**src/rtl/core/longest_nonincreasing_subsequence_top_defines.svh**
```systemverilog
// Assertion macros for the longest non-increasing subsequence RTL.
// Expects clk_i and rst_ni in the scope where a macro is used.
`ifndef LONGEST_NONINCREASING_SUBSEQUENCE_TOP_DEFINES_SVH
`define LONGEST_NONINCREASING_SUBSEQUENCE_TOP_DEFINES_SVH

// Same-cycle implication, sampled on the rising clock edge outside reset.
`define LNIS_ASSERT_SAME(lbl, ante, cons) \
  lbl: assert property (@(posedge clk_i) disable iff (!rst_ni) (ante) |-> (cons)) \
    else $error("lnis: same-cycle check failed");

// Next-cycle implication.
`define LNIS_ASSERT_NEXT(lbl, ante, cons) \
  lbl: assert property (@(posedge clk_i) disable iff (!rst_ni) (ante) |=> (cons)) \
    else $error("lnis: next-cycle check failed");

// Invariant that holds at every edge.
`define LNIS_ASSERT_ALWAYS(lbl, cond) \
  lbl: assert property (@(posedge clk_i) disable iff (!rst_ni) (cond)) \
    else $error("lnis: invariant failed");

`endif

```
**src/rtl/core/lnis_pkg.sv**
```systemverilog
// Package for the longest non-increasing subsequence block.
// Holds field widths, request/result structs and the cell status type; no dependencies.
package lnis_pkg;

  localparam int unsigned ValueBits     = 31;
  localparam int unsigned LenBits       = 9;
  localparam int unsigned MaxLengthDflt = 256;

  typedef logic [ValueBits-1:0] value_t;

  typedef struct packed {
    logic [ValueBits-1:0] sample_value;
    logic                 start_sequence;
  } lnis_req_t;

  typedef struct packed {
    logic [LenBits-1:0] best_length;
    logic               table_overflow;
  } lnis_rsp_t;

  typedef struct packed {
    logic lt;          // effective tail is below the incoming value
    logic took_empty;  // this cell is the chosen slot and was empty
  } lnis_cell_stat_t;

endpackage

```
**src/rtl/core/lnis_cell.sv**
```systemverilog
// One slot of the tail table: holds a tail value and picks itself when it is
// the first slot below the incoming value. Depends on lnis_pkg.
module lnis_cell
  import lnis_pkg::*;
(
  input  logic            clk_i,
  input  logic            rst_ni,
  input  logic            en_i,
  input  logic            start_i,
  input  value_t          value_i,
  input  logic            prev_lt_i,
  output lnis_cell_stat_t stat_o
);

  value_t tail_q, tail_d;
  value_t tail_eff;
  logic   lt;
  logic   pick;

  // A start request sees the slot as already cleared.
  assign tail_eff = start_i ? '0 : tail_q;
  assign lt       = (tail_eff < value_i);
  assign pick     = lt && !prev_lt_i;

  assign stat_o.lt         = lt;
  assign stat_o.took_empty = pick && (tail_eff == '0);

  always_comb begin
    tail_d = tail_q;
    if (en_i) begin
      if (pick) begin
        tail_d = value_i;
      end else if (start_i) begin
        tail_d = '0;
      end
    end
  end

  always_ff @(posedge clk_i or negedge rst_ni) begin
    if (!rst_ni) begin
      tail_q <= '0;
    end else begin
      tail_q <= tail_d;
    end
  end

endmodule

```
**config.mk**
```make
export PLATFORM = sky130hd
export DESIGN_NAME = lnis_cell
export DESIGN_NICKNAME = d
export VERILOG_FILES = /design/src/rtl/core/longest_nonincreasing_subsequence_top_defines.svh /design/src/rtl/core/lnis_pkg.sv /design/src/rtl/core/lnis_cell.sv
export SDC_FILE = /design/constraint.sdc
export NUM_CORES = 1
export LEC_CHECK = 0
export ABC_CLOCK_PERIOD_IN_PS = 5300
export BUFFER_PORTS_ARGS = -buffer_cell sky130_fd_sc_hd__buf_2
export CAP_MARGIN = 25
export CORE_MARGIN = 4
export CORE_UTILIZATION = 62
export CTS_CLUSTER_DIAMETER = 30
export DETAILED_ROUTE_END_ITERATION = 8
export PLACE_DENSITY_LB_ADDON = 0.15
export SYNTH_ARGS = -nofsm -noshare
export SYNTH_HDL_FRONTEND = slang
export SYNTH_SLANG_ARGS = --single-unit
export TNS_END_PERCENT = 10
```
**constraint.sdc**
```tcl
create_clock -name clk_i -period 5.3 [get_ports clk_i]
set_input_delay 0.265 -clock clk_i [delete_from_list [all_inputs] [get_ports clk_i]]
set_output_delay 0.265 -clock clk_i [all_outputs]
set_load 0.05 [all_outputs]
```
==> flow_results.xml, run 1 <==
<?xml version="1.0" encoding="UTF-8"?>
<metrics>
  <group name="routing">
    <metric name="ant_nets" unit="">0</metric>
    <metric name="viasPerCell" unit="">5.68</metric>
    <metric name="drt_iter0_drc" unit="">106</metric>
    <metric name="wl_met2" unit="µm">2930</metric>
    <metric name="drc" unit="">0</metric>
    <metric name="dr.pass1.iters" unit="">4</metric>
    <metric name="wirelength_met1" unit="µm">2450</metric>
    <metric name="via_count" unit="">2106</metric>
    <metric name="detailroute.wirelength.met3" unit="µm">236</metric>
    <metric name="top_layer" unit="">met4</metric>
    <metric name="per_cell_routed_wire_length" unit="µm">15.3</metric>
    <metric name="wl" unit="µm">5690</metric>
  </group>
  <group name="layout">
    <metric name="num-fill-cells" unit="">326</metric>
    <metric name="stdcell_count" unit="">371</metric>
    <metric name="flip_flop_count_of_the_largest_register_after_layout" unit="">31</metric>
    <metric name="register_with_the_most_flip_flops" unit="">tail_q</metric>
    <metric name="layout.area.seq" unit="µm²">776</metric>
    <metric name="final_cell_area" unit="µm²">2940</metric>
    <metric name="fin_nets" unit="">386</metric>
    <metric name="area_delta_synth_final" unit="%">11.8</metric>
    <metric name="largest_registers" unit="">tail_q (31)</metric>
    <metric name="drive_gt1_frac" unit="">0.153</metric>
    <metric name="multi_input_area" unit="µm²">1660</metric>
    <metric name="ant_diodes" unit="">0</metric>
  </group>
  <group name="global_routing">
    <metric name="grt_max_degree" unit="">34</metric>
    <metric name="gr-total-overflow" unit="">0</metric>
    <metric name="global_route_wire_length_before_repair" unit="µm">9650</metric>
    <metric name="antenna_found_initial" unit="">0</metric>
    <metric name="grt_use_total" unit="">0.232</metric>
    <metric name="first_global_vias" unit="">2139</metric>
  </group>
  <group name="placed_design">
    <metric name="postPlaceCellArea" unit="µm²">2840</metric>
    <metric name="dp_hpwl" unit="µm">4220</metric>
    <metric name="dp_cells" unit="">363</metric>
    <metric name="dpl_worst_slack" unit="ns">2.11</metric>
    <metric name="gpl_congestion" unit="">0.836</metric>
    <metric name="io_buffers" unit="">37</metric>
  </group>
  <group name="timing">
    <metric name="report.final.hold_viol_count" unit="">0</metric>
    <metric name="max_slew.worst_pin.slew" unit="ns">0.968</metric>
    <metric name="fin_crit" unit="ns">3.25</metric>
    <metric name="max-slew-margin-rel" unit="">0.355</metric>
    <metric name="maxSlewViolCount" unit="">0</metric>
    <metric name="setup_violations" unit="">0</metric>
    <metric name="fin_tns_setup" unit="ns">0</metric>
    <metric name="final.setup_skew" unit="ns">0.00744</metric>
    <metric name="fmax" unit="GHz">0.308</metric>
    <metric name="final_worst_setup_slack" unit="ns">2.05</metric>
    <metric name="setup_repair_after_global_routing_missed_its_margin" unit="">no</metric>
    <metric name="final_min_period_over_clock_period" unit="">0.613</metric>
    <metric name="timing.hold.ws" unit="ns">0.0279</metric>
  </group>
  <group name="synthesis">
    <metric name="seq_area_frac_synth" unit="">0.295</metric>
    <metric name="synthesis.area" unit="µm²">2630</metric>
    <metric name="synth.ff_latch_count" unit="">31</metric>
    <metric name="syn-instance-count" unit="">287</metric>
    <metric name="avgSynthCellArea" unit="µm²">9.16</metric>
    <metric name="synth_cell_types" unit="">25</metric>
    <metric name="synth.net_count" unit="">353</metric>
    <metric name="synth-warning-count" unit="">0</metric>
  </group>
  <group name="die">
    <metric name="rows" unit="">23</metric>
    <metric name="starting_density_of_the_core" unit="">0.648</metric>
    <metric name="height_of_the_die" unit="µm">73.1</metric>
    <metric name="core_area" unit="µm²">4060</metric>
    <metric name="total_i_o_pin_count" unit="">38</metric>
    <metric name="dieArea" unit="µm²">5350</metric>
    <metric name="dieWidth" unit="µm">73.1</metric>
  </group>
  <group name="cts">
    <metric name="clock_latency" unit="ns">0.28</metric>
    <metric name="clock_tree.root_cell" unit="">sky130_fd_sc_hd__clkbuf_8</metric>
    <metric name="clk_pin_slew_worst_paths" unit="ns">0.07</metric>
    <metric name="cts_max_path_buffers" unit="">2</metric>
    <metric name="htree_levels" unit="">2</metric>
    <metric name="clock-sinks" unit="">31</metric>
    <metric name="tritoncts_clock_tree" unit="">done</metric>
    <metric name="post_cts_resized" unit="">0</metric>
    <metric name="cts.hold.buffers_added" unit="">0</metric>
    <metric name="postCtsSetupRepairBufs" unit="">0</metric>
    <metric name="cts_inserted_buffers" unit="">5</metric>
  </group>
  <group name="power_and_ir_drop">
    <metric name="peakVddDrop" unit="µV">175</metric>
    <metric name="power_density" unit="nW/µm²">293</metric>
    <metric name="power.leakage" unit="nW">1.63</metric>
  </group>
  <group name="setup_path">
    <metric name="critPathBufInv" unit="">2</metric>
    <metric name="end_kind" unit="">output pin</metric>
    <metric name="critical-path-top-delay-family" unit="">compound AO/OA/AOI/OAI gates</metric>
    <metric name="cp_cell_sequence" unit="">nor2b_1, ha_1, and2_1, a221o_1, a221o_1, nor4_4, buf_4, o21a_1, buf_2</metric>
    <metric name="crit_arrival" unit="ns">2.98</metric>
    <metric name="cp_slowest_cell" unit="">sky130_fd_sc_hd__dfrtp_1</metric>
    <metric name="setup.worst_path.start_class" unit="">flip-flop</metric>
    <metric name="cpPeakStageDelay" unit="ns">0.43</metric>
    <metric name="cp.required" unit="ns">5.04</metric>
    <metric name="path_common_cell" unit="">sky130_fd_sc_hd__a221o_1</metric>
    <metric name="criticalPathCategory" unit="">reg2out</metric>
    <metric name="critical_path.max_fanout" unit="">16</metric>
  </group>
  <group name="job">
    <metric name="drv_cap" unit="">0</metric>
  </group>
  <group name="run_status">
    <metric name="outcome" unit="">finished, final reports clean</metric>
  </group>
  <group name="hold_path">
    <metric name="worstHoldPathType" unit="">in2async</metric>
  </group>
</metrics>
-- worst reg2reg max path, delay by kind of cell (launching register included) --
kind,cells,cell delay (ns)
AND/OR/NAND/NOR,3,0.50
flip-flops,1,0.43
multiplexers,1,0.25
adder cells (fa/ha/maj),1,0.31
buffers and inverters,1,0.33
AO/OA/AOI/OAI,2,0.70
-- power by group --
part,internal [mW],switching (mW)
Sequential,0.296,0.0625
Clock,0.119,0.0911
Combinational,0.144,0.152
-- layout make-up --
type / count / area share
clock buffer: 8 / 0.0340
timing repair buffer: 40 / 0.0774
sequential: 31 / 0.264
tap: 50 / 0.0213
inverter: 30 / 0.0383
multi-input combinational: 212 / 0.565
-- synth_stat cells (all sizes together) --
cell	number	area (µm²)
a211oi	1	7.51
a21o	5	37.5
a21oi	11	55.1
a221o	2	20.0
a311oi	1	15.0
a41oi	1	8.76
and2	1	6.26
buf	4	41.3
clkbuf	10	37.5
dfrtp	31	776
ha	30	375
inv	30	113
mux2i	62	621
nand2	38	143
nand2b	2	12.5
nand3	1	5.00
nand4	7	43.8
nor2	3	11.3
nor2b	30	188
nor3	2	10.0
nor4	9	71.3
o21a	1	7.51
o21ai	5	25.0
-- cell usage in the layout (no fill, tap or decap), types with 2 or more instances in the layout --
| cell | n |
|---|---|
| sky130_fd_sc_hd__o21ai_0 | 5 |
| sky130_fd_sc_hd__nor2b_1 | 30 |
| sky130_fd_sc_hd__nand2b_1 | 2 |
| sky130_fd_sc_hd__mux2i_1 | 62 |
| sky130_fd_sc_hd__clkbuf_8 | 7 |
| sky130_fd_sc_hd__ha_1 | 30 |
| sky130_fd_sc_hd__buf_2 | 37 |
| sky130_fd_sc_hd__nor3_1 | 2 |
| sky130_fd_sc_hd__a21o_1 | 5 |
| sky130_fd_sc_hd__a221o_1 | 2 |
| sky130_fd_sc_hd__nand4_1 | 7 |
| sky130_fd_sc_hd__nand2_1 | 38 |
| sky130_fd_sc_hd__buf_4 | 2 |
| sky130_fd_sc_hd__nor4_1 | 8 |
| sky130_fd_sc_hd__nor2_1 | 3 |
| sky130_fd_sc_hd__a21oi_1 | 11 |
| sky130_fd_sc_hd__inv_1 | 30 |
| sky130_fd_sc_hd__dfrtp_1 | 31 |
-- metal layers --
| metal | GRT usage | vias to the layer above |
|---|---|---|
| met5 | 0 | - |
| met4 | 0.0697 | 0 |
| met3 | 0.0468 | 10 |
| met2 | 0.394 | 46 |
| met1 | 0.297 | 994 |
| li1 | - | 1056 |
-- cell families after synthesis --
logic type / after synthesis / share of synthesized area
flip-flops: 31 / 0.295
AND/OR/NAND/NOR: 93 / 0.186
AO/OA/AOI/OAI: 27 / 0.0671
adder cells (fa/ha/maj): 30 / 0.143
buffers and inverters: 44 / 0.0728
multiplexers: 62 / 0.236
-- worst paths after layout --
check                                         end                   start  slack [ns]  cells past startpoint
setup reg to reg           tail_q[12]$_DFFE_PN0P_  tail_q[22]$_DFFE_PN0P_        2.70                      8
hold reg to reg             tail_q[8]$_DFFE_PN0P_   tail_q[8]$_DFFE_PN0P_        0.56                      2
max in group asynchronous  tail_q[15]$_DFFE_PN0P_                  rst_ni        4.80                      1
setup / recovery                        stat_o[0]  tail_q[22]$_DFFE_PN0P_        2.05                      9
min in group clk_i         tail_q[16]$_DFFE_PN0P_             value_i[16]        0.30                      3
hold / removal             tail_q[29]$_DFFE_PN0P_                  rst_ni        0.03                      1
-- through the flow --
| stage | power [mW] | util |
|---|---|---|
| 6_report | 0.863 | 0.725 |
| 5_1_grt | 0.926 | 0.725 |
| 4_1_cts | 0.868 | 0.725 |
| 3_5_place_dp | 0.655 | 0.700 |
| 3_3_place_gp | 0.639 | 0.693 |
| 2_1_floorplan | 0.573 | - |
(Power assumes the default switching activity.)
==> run 2: changes to the inputs <==
--- a/config.mk
+++ b/config.mk
@@ -5,11 +5,11 @@
 export SDC_FILE = /design/constraint.sdc
 export NUM_CORES = 1
 export LEC_CHECK = 0
-export ABC_CLOCK_PERIOD_IN_PS = 5300
+export ABC_CLOCK_PERIOD_IN_PS = 3400
 export BUFFER_PORTS_ARGS = -buffer_cell sky130_fd_sc_hd__buf_2
 export CAP_MARGIN = 25
 export CORE_MARGIN = 4
-export CORE_UTILIZATION = 62
+export CORE_UTILIZATION = 58
 export CTS_CLUSTER_DIAMETER = 30
 export DETAILED_ROUTE_END_ITERATION = 8
 export PLACE_DENSITY_LB_ADDON = 0.15
==> constraint.sdc (replaced) <==
create_clock -name clk_i -period 3.4 [get_ports clk_i]
set_input_delay 0.17 -clock clk_i [delete_from_list [all_inputs] [get_ports clk_i]]
set_output_delay 0.17 -clock clk_i [all_outputs]
set_load 0.05 [all_outputs]
==> flow_results.xml, run 2 (synthesis gave the netlist of run 1 again) <==
<?xml version="1.0" encoding="UTF-8"?>
<metrics>
  <group name="cts">
    <metric name="cts_inserted_buffers" unit="">5</metric>
    <metric name="clock-sinks" unit="">31</metric>
    <metric name="cts.hold.buffers_added" unit="">1</metric>
    <metric name="htree_levels" unit="">2</metric>
    <metric name="cts_max_path_buffers" unit="">2</metric>
    <metric name="tritoncts_clock_tree" unit="">done</metric>
    <metric name="clk_pin_slew_worst_paths" unit="ns">0.07</metric>
    <metric name="clock_tree.root_cell" unit="">sky130_fd_sc_hd__clkbuf_8</metric>
    <metric name="post_cts_resized" unit="">0</metric>
    <metric name="clock_latency" unit="ns">0.29</metric>
    <metric name="postCtsSetupRepairBufs" unit="">0</metric>
  </group>
  <group name="placed_design">
    <metric name="dp_hpwl" unit="µm">4140</metric>
    <metric name="io_buffers" unit="">37</metric>
    <metric name="dpl_worst_slack" unit="ns">0.622</metric>
    <metric name="postPlaceCellArea" unit="µm²">2840</metric>
    <metric name="gpl_congestion" unit="">0.793</metric>
  </group>
  <group name="power_and_ir_drop">
    <metric name="share_seq_of_total_power" unit="">0.429</metric>
    <metric name="clock_power_share" unit="">0.222</metric>
    <metric name="share_comb_of_total_power" unit="">0.349</metric>
    <metric name="power_density" unit="nW/µm²">443</metric>
    <metric name="peakVddDrop" unit="µV">306</metric>
    <metric name="total_power_consumption" unit="mW">1.30</metric>
    <metric name="p_sw_frac" unit="">0.366</metric>
    <metric name="power.leakage" unit="nW">1.63</metric>
    <metric name="switchingPower" unit="mW">0.476</metric>
    <metric name="power_report.internal_total" unit="mW">0.825</metric>
  </group>
  <group name="timing">
    <metric name="report.final.hold_viol_count" unit="">0</metric>
    <metric name="fmax" unit="GHz">0.349</metric>
    <metric name="final.setup_skew" unit="ns">0.00789</metric>
    <metric name="fin_tns_setup" unit="ns">0</metric>
    <metric name="final_worst_setup_slack" unit="ns">0.536</metric>
    <metric name="fin_crit" unit="ns">2.86</metric>
    <metric name="max-slew-margin-rel" unit="">0.511</metric>
    <metric name="setup_violations" unit="">0</metric>
    <metric name="final_min_period_over_clock_period" unit="">0.842</metric>
    <metric name="max_slew.worst_pin.slew" unit="ns">0.733</metric>
    <metric name="maxSlewViolCount" unit="">0</metric>
    <metric name="timing.hold.ws" unit="ns">0.192</metric>
    <metric name="setup_repair_after_global_routing_missed_its_margin" unit="">no</metric>
  </group>
  <group name="layout">
    <metric name="ant_diodes" unit="">0</metric>
    <metric name="flip_flop_count_of_the_largest_register_after_layout" unit="">31</metric>
    <metric name="commonest_non_fill_non_tap_cell_in_the_layout" unit="">sky130_fd_sc_hd__mux2i_1</metric>
    <metric name="drive_gt1_frac" unit="">0.160</metric>
    <metric name="fin_nets" unit="">389</metric>
    <metric name="largest_registers" unit="">tail_q (31)</metric>
    <metric name="leading_cell_types_in_the_layout_fill_and_taps_excluded" unit="">sky130_fd_sc_hd__mux2i_1, sky130_fd_sc_hd__nand2_1, sky130_fd_sc_hd__buf_2</metric>
    <metric name="final_cell_area" unit="µm²">2930</metric>
    <metric name="register_with_the_most_flip_flops" unit="">tail_q</metric>
    <metric name="area_delta_synth_final" unit="%">11.5</metric>
  </group>
  <group name="die">
    <metric name="dieArea" unit="µm²">5680</metric>
    <metric name="starting_density_of_the_core" unit="">0.600</metric>
    <metric name="height_of_the_die" unit="µm">75.3</metric>
    <metric name="rows" unit="">24</metric>
    <metric name="dieWidth" unit="µm">75.3</metric>
    <metric name="core_area" unit="µm²">4380</metric>
    <metric name="total_i_o_pin_count" unit="">38</metric>
  </group>
  <group name="setup_path">
    <metric name="crit_arrival" unit="ns">2.69</metric>
    <metric name="critical_path.max_fanout" unit="">4</metric>
    <metric name="end_kind" unit="">output pin</metric>
    <metric name="setup.worst_path.start_class" unit="">flip-flop</metric>
    <metric name="critPathBufInv" unit="">1</metric>
    <metric name="cp_slowest_cell" unit="">sky130_fd_sc_hd__dfrtp_1</metric>
    <metric name="criticalPathCategory" unit="">reg2out</metric>
    <metric name="cp.required" unit="ns">3.23</metric>
    <metric name="critical-path-top-delay-family" unit="">compound AO/OA/AOI/OAI gates</metric>
    <metric name="path_common_cell" unit="">sky130_fd_sc_hd__a221o_1</metric>
    <metric name="cp_cell_sequence" unit="">nor2b_1, ha_1, and2_1, a221o_1, a221o_1, nor4_4, o21a_1, buf_2</metric>
    <metric name="cpPeakStageDelay" unit="ns">0.43</metric>
  </group>
  <group name="global_routing">
    <metric name="antenna_found_initial" unit="">0</metric>
    <metric name="grt_max_degree" unit="">34</metric>
    <metric name="first_global_vias" unit="">2097</metric>
    <metric name="grt_use_total" unit="">0.209</metric>
    <metric name="global_route_wire_length_before_repair" unit="µm">9160</metric>
    <metric name="gr-total-overflow" unit="">0</metric>
  </group>
  <group name="routing">
    <metric name="wl" unit="µm">5540</metric>
    <metric name="per_cell_routed_wire_length" unit="µm">14.7</metric>
    <metric name="ant_nets" unit="">0</metric>
    <metric name="dr.pass1.iters" unit="">4</metric>
    <metric name="drc" unit="">0</metric>
    <metric name="viasPerCell" unit="">5.60</metric>
    <metric name="via_count" unit="">2105</metric>
    <metric name="drt_iter0_drc" unit="">110</metric>
  </group>
  <group name="run_status">
    <metric name="outcome" unit="">finished, final reports clean</metric>
  </group>
  <group name="hold_path">
    <metric name="worstHoldPathType" unit="">in2reg</metric>
  </group>
  <group name="job">
    <metric name="drv_cap" unit="">0</metric>
  </group>
</metrics>
-- run 2: changes by cell type in the layout (fill, tap and decap cells not counted) --
cell                            change
sky130_fd_sc_hd__clkbuf_8           -2
sky130_fd_sc_hd__dlygate4sd3_1      +1
sky130_fd_sc_hd__buf_16             -1
sky130_fd_sc_hd__clkbuf_1           -1
sky130_fd_sc_hd__clkinv_2           +3
sky130_fd_sc_hd__buf_4              +3
-- run 2: path summary, 6_finish.rpt --
path	cells after the start	slack [ns]	end	startpoint
worst max-delay path	8	0.54	stat_o[0]	tail_q[22]$_DFFE_PN0P_
worst min-delay path	3	0.19	tail_q[23]$_DFFE_PN0P_	value_i[23]
worst max register to register	8	0.80	tail_q[8]$_DFFE_PN0P_	tail_q[22]$_DFFE_PN0P_
worst min register to register	2	0.56	tail_q[4]$_DFFE_PN0P_	tail_q[4]$_DFFE_PN0P_
max in group asynchronous	2	2.45	tail_q[8]$_DFFE_PN0P_	rst_ni
min in group asynchronous	2	0.47	tail_q[28]$_DFFE_PN0P_	rst_ni
-- run 2: power groups by stage --
stage	clock network (mW)	logic, mW	registers [mW]
2_1_floorplan	0	0.362	0.532
3_3_place_gp	0	0.444	0.558
3_5_place_dp	0	0.457	0.562
4_1_cts	0.295	0.459	0.556
5_1_grt	0.314	0.515	0.571
6_report	0.289	0.454	0.558
-- run 2: metal layers --
layer / vias up / part of all wire / track usage
met5: - / 0 / 0
met4: 0 / 0.013 / 0.0680
met3: 7 / 0.032 / 0.0317
met2: 32 / 0.51 / 0.364
met1: 1007 / 0.45 / 0.264
li1: 1059 / - / -
-- run 2: tightest hold or removal path, delay by kind of cell --
kind                   cells  cell delay [ns]
buffers and inverters      1             0.09
muxes                      2             0.18
-- run 2: stage by stage --
step           utilization  cells
2_1_floorplan            -    287
3_3_place_gp         0.648    367
3_5_place_dp         0.648    367
4_1_cts              0.669    376
5_1_grt              0.669    376
6_report             0.669    376
-- run 2: final cells by class --
class	count	area [µm²]
multi-input cells	212	1660
fillers	367	1450
flip-flops and latches	31	776
repair buffers	43	233
inverters	30	113
clock buffers	5	68.8
well taps	52	65.1
clock inverters	3	15.0
==> run 3: changes to the inputs <==
--- a/config.mk
+++ b/config.mk
@@ -5,11 +5,12 @@
 export SDC_FILE = /design/constraint.sdc
 export NUM_CORES = 1
 export LEC_CHECK = 0
-export ABC_CLOCK_PERIOD_IN_PS = 3400
+export ABC_AREA = 1
+export ABC_CLOCK_PERIOD_IN_PS = 2500
 export BUFFER_PORTS_ARGS = -buffer_cell sky130_fd_sc_hd__buf_2
 export CAP_MARGIN = 25
 export CORE_MARGIN = 4
-export CORE_UTILIZATION = 58
+export CORE_UTILIZATION = 53
 export CTS_CLUSTER_DIAMETER = 30
 export DETAILED_ROUTE_END_ITERATION = 8
 export PLACE_DENSITY_LB_ADDON = 0.15
==> constraint.sdc (replaced) <==
create_clock -name clk_i -period 2.5 [get_ports clk_i]
set_input_delay 0.125 -clock clk_i [delete_from_list [all_inputs] [get_ports clk_i]]
set_output_delay 0.125 -clock clk_i [all_outputs]
set_load 0.05 [all_outputs]
==> flow_results.xml, run 3 <==
<?xml version="1.0" encoding="UTF-8"?>
<metrics>
  <group name="run_status">
    <metric name="outcome" unit="">finished, final reports clean</metric>
  </group>
  <group name="hold_path">
    <metric name="hold_start" unit="">value_i[9]</metric>
    <metric name="worstHoldPathCells" unit="">5</metric>
    <metric name="worstHoldPathType" unit="">in2reg</metric>
    <metric name="min_to" unit="">tail_q[9]$_DFFE_PN0P_</metric>
  </group>
  <group name="timing">
    <metric name="final_min_period_over_clock_period" unit="">0.949</metric>
    <metric name="fmax" unit="GHz">0.421</metric>
    <metric name="timing.hold.ws" unit="ns">0.181</metric>
    <metric name="max-slew-margin-rel" unit="">0.491</metric>
    <metric name="final.setup_skew" unit="ns">0.0110</metric>
    <metric name="max_slew.worst_pin.slew" unit="ns">0.763</metric>
    <metric name="fin_crit" unit="ns">2.37</metric>
    <metric name="final_worst_setup_slack" unit="ns">0.126</metric>
    <metric name="report.final.hold_viol_count" unit="">0</metric>
    <metric name="setup_violations" unit="">0</metric>
    <metric name="maxSlewViolCount" unit="">0</metric>
  </group>
  <group name="setup_path">
    <metric name="timing.rr.start" unit="">tail_q[28]$_DFFE_PN0P_</metric>
    <metric name="end_kind" unit="">output pin</metric>
    <metric name="cp_cell_sequence" unit="">nand2_1, inv_1, ha_1, nand2_1, nor2_2, nand4_1, a21oi_2, nor2_4, buf_12, and2_1, buf_4</metric>
    <metric name="cp_slowest_cell" unit="">sky130_fd_sc_hd__dfrtp_1</metric>
    <metric name="cpPeakStageDelay" unit="ns">0.39</metric>
    <metric name="path_common_cell" unit="">sky130_fd_sc_hd__nand2_1</metric>
    <metric name="setup.worst_path.start_class" unit="">flip-flop</metric>
    <metric name="critical_path.max_fanout" unit="">18</metric>
    <metric name="crit_arrival" unit="ns">2.25</metric>
    <metric name="r2r_cells" unit="">13</metric>
    <metric name="r2r_end" unit="">tail_q[7]$_DFFE_PN0P_</metric>
    <metric name="setup.worst_path.start" unit="">tail_q[28]$_DFFE_PN0P_</metric>
    <metric name="criticalPathCategory" unit="">reg2out</metric>
    <metric name="worst-r2r-setup-slack" unit="ns">0.32</metric>
    <metric name="cp.required" unit="ns">2.38</metric>
  </group>
  <group name="layout">
    <metric name="area_delta_synth_final" unit="%">14.3</metric>
    <metric name="ant_diodes" unit="">0</metric>
    <metric name="drive_gt1_frac" unit="">0.146</metric>
    <metric name="register_with_the_most_flip_flops" unit="">tail_q</metric>
    <metric name="leading_cell_types_in_the_layout_fill_and_taps_excluded" unit="">sky130_fd_sc_hd__nand2_1, sky130_fd_sc_hd__inv_1, sky130_fd_sc_hd__nand4_1</metric>
    <metric name="num-fill-cells" unit="">500</metric>
    <metric name="final_cell_area" unit="µm²">3170</metric>
    <metric name="final_core_utilization" unit="">0.621</metric>
    <metric name="multi_input_area" unit="µm²">1600</metric>
    <metric name="largest_registers" unit="">tail_q (31)</metric>
    <metric name="fin_nets" unit="">531</metric>
    <metric name="flip_flop_count_of_the_largest_register_after_layout" unit="">31</metric>
    <metric name="commonest_non_fill_non_tap_cell_in_the_layout" unit="">sky130_fd_sc_hd__nand2_1</metric>
    <metric name="stdcell_count" unit="">536</metric>
    <metric name="layout.area.seq" unit="µm²">776</metric>
  </group>
  <group name="placed_design">
    <metric name="dp_cells" unit="">526</metric>
    <metric name="io_buffers" unit="">37</metric>
    <metric name="postPlaceCellArea" unit="µm²">3030</metric>
    <metric name="dp_hpwl" unit="µm">4930</metric>
    <metric name="gpl_congestion" unit="">0.868</metric>
    <metric name="dpl_worst_slack" unit="ns">0.158</metric>
  </group>
  <group name="synthesis">
    <metric name="syn-instance-count" unit="">428</metric>
    <metric name="synth_cell_types" unit="">25</metric>
    <metric name="synth_commonest_cells" unit="">sky130_fd_sc_hd__nand2_1, sky130_fd_sc_hd__inv_1, sky130_fd_sc_hd__nand4_1, sky130_fd_sc_hd__nand3_1, sky130_fd_sc_hd__dfrtp_1</metric>
    <metric name="post_synth_edffs" unit="">0</metric>
    <metric name="synth_ff_type" unit="">sky130_fd_sc_hd__dfrtp_1</metric>
    <metric name="synth.ff_latch_count" unit="">31</metric>
    <metric name="avgSynthCellArea" unit="µm²">6.48</metric>
    <metric name="synthesis.area" unit="µm²">2780</metric>
    <metric name="synth-warning-count" unit="">0</metric>
    <metric name="post-synth-top-count-cell" unit="">sky130_fd_sc_hd__nand2_1</metric>
    <metric name="post-synth-top-area-fraction" unit="">0.280</metric>
    <metric name="synth.area.top_cells" unit="">sky130_fd_sc_hd__dfrtp_1, sky130_fd_sc_hd__nand2_1, sky130_fd_sc_hd__ha_1</metric>
    <metric name="asyncSetResetFlopFracSynth" unit="">1.00</metric>
    <metric name="synth_top_area_cell" unit="">sky130_fd_sc_hd__dfrtp_1</metric>
    <metric name="seq_area_frac_synth" unit="">0.280</metric>
    <metric name="synth.net_count" unit="">494</metric>
  </group>
  <group name="die">
    <metric name="rows" unit="">26</metric>
    <metric name="starting_density_of_the_core" unit="">0.543</metric>
    <metric name="dieArea" unit="µm²">6460</metric>
    <metric name="total_i_o_pin_count" unit="">38</metric>
    <metric name="core_area" unit="µm²">5110</metric>
    <metric name="height_of_the_die" unit="µm">80.4</metric>
    <metric name="dieWidth" unit="µm">80.4</metric>
  </group>
  <group name="cts">
    <metric name="clock-sinks" unit="">31</metric>
    <metric name="htree_levels" unit="">2</metric>
    <metric name="clock_tree.root_cell" unit="">sky130_fd_sc_hd__clkbuf_8</metric>
    <metric name="cts_inserted_buffers" unit="">5</metric>
    <metric name="tritoncts_clock_tree" unit="">done</metric>
    <metric name="clock_latency" unit="ns">0.29</metric>
    <metric name="cts_max_path_buffers" unit="">2</metric>
    <metric name="clk_pin_slew_worst_paths" unit="ns">0.07</metric>
  </group>
  <group name="routing">
    <metric name="drc" unit="">0</metric>
    <metric name="dr.pass1.iters" unit="">4</metric>
    <metric name="ant_nets" unit="">0</metric>
    <metric name="wl" unit="µm">6930</metric>
    <metric name="drt_iter0_drc" unit="">202</metric>
    <metric name="viasPerCell" unit="">5.19</metric>
    <metric name="per_cell_routed_wire_length" unit="µm">12.9</metric>
    <metric name="via_count" unit="">2783</metric>
  </group>
  <group name="power_and_ir_drop">
    <metric name="power_density" unit="nW/µm²">499</metric>
    <metric name="peakVddDrop" unit="µV">333</metric>
    <metric name="power.leakage" unit="nW">2.00</metric>
  </group>
  <group name="global_routing">
    <metric name="grt_max_degree" unit="">32</metric>
    <metric name="grt_use_total" unit="">0.237</metric>
    <metric name="first_global_vias" unit="">2723</metric>
    <metric name="gr-total-overflow" unit="">0</metric>
    <metric name="antenna_found_initial" unit="">0</metric>
    <metric name="global_route_wire_length_before_repair" unit="µm">12100</metric>
  </group>
  <group name="job">
    <metric name="drv_cap" unit="">0</metric>
  </group>
</metrics>
## run 3: changes by cell type after synthesis, sizes merged, moves of 3 or more
cell and change:
nand4 +30, nor2b -30, inv +53, nor2 +20, a21o -3, nand3 +33, buf +10, nand2 +105
mux2i -62, clkbuf -3, o21ai -3, nor4 -4
## run 3: report_power, final
part	internal, mW	total (mW)	leakage (nW)	switching, mW
clock network	0.195	0.391	0.0422	0.196
registers	0.581	0.624	0.386	0.0436
logic	0.217	0.566	1.57	0.349
## run 3: final cells by class
type / instances / share of cell area
Multi-Input combinational cell: 293 / 0.504
Sequential cell: 31 / 0.245
Clock buffer: 7 / 0.0241
Clock inverter: 1 / 0.00158
Timing Repair Buffer: 51 / 0.100
Tap cell: 70 / 0.0276
Inverter: 83 / 0.0982
## run 3: logic make-up (layout without fill, tap and decap cells)
kind of cell,after synthesis,in the layout,synth area share
adder cells (fa/ha/maj),30,30,0.135
AND/OR/NAND/NOR,245,245,0.395
flip-flops,31,31,0.280
buffers and inverters,104,142,0.155
AO/OA/AOI/OAI,18,18,0.0352
## run 3: stage by stage
step	total power, mW	setup TNS (ns)
floorplan	1.03	0
global placement	1.16	0
detailed placement	1.18	0
CTS	1.58	0
global route	1.71	-0.0764
finish	1.58	0
## run 3: metal layers
metal	vias up	GRT usage	share of wire
li1	1431	-	-
met2	104	0.401	0.47
met4	0	0.0625	0.0074
met1	1243	0.308	0.45
met3	5	0.0460	0.070
met5	-	0	0
## run 3: worst max path at each step
stage / end / slack, ns / cells past startpoint
final: stat_o[1] / 0.13 / 11
after global routing: stat_o[1] / -0.05 / 11
after CTS: stat_o[1] / 0.02 / 11
after detailed placement: stat_o[0] / 0.16 / 12
after global placement: stat_o[0] / 0.21 / 13
after floorplan: stat_o[0] / 0.05 / 13
## run 3: critical path: cells and delay by family (launching register included)
family / cells / cell delay (ns)
flops: 1 / 0.39
fa+ha+maj: 1 / 0.29
compound gates: 1 / 0.20
buf+inv: 3 / 0.40
simple gates: 6 / 0.69
## run 3: repair_timing
| action | 4_1_cts | 5_1_grt |
|---|---|---|
| endpoints found under the setup margin | 1 | 2 |
| endpoints found under the hold margin | 31 | 0 |
| pin swaps | 0 | 4 |
| hold buffers | 1 | 0 |
| gates resized for setup | 1 | 12 |
| buffers inserted | 0 | 1 |
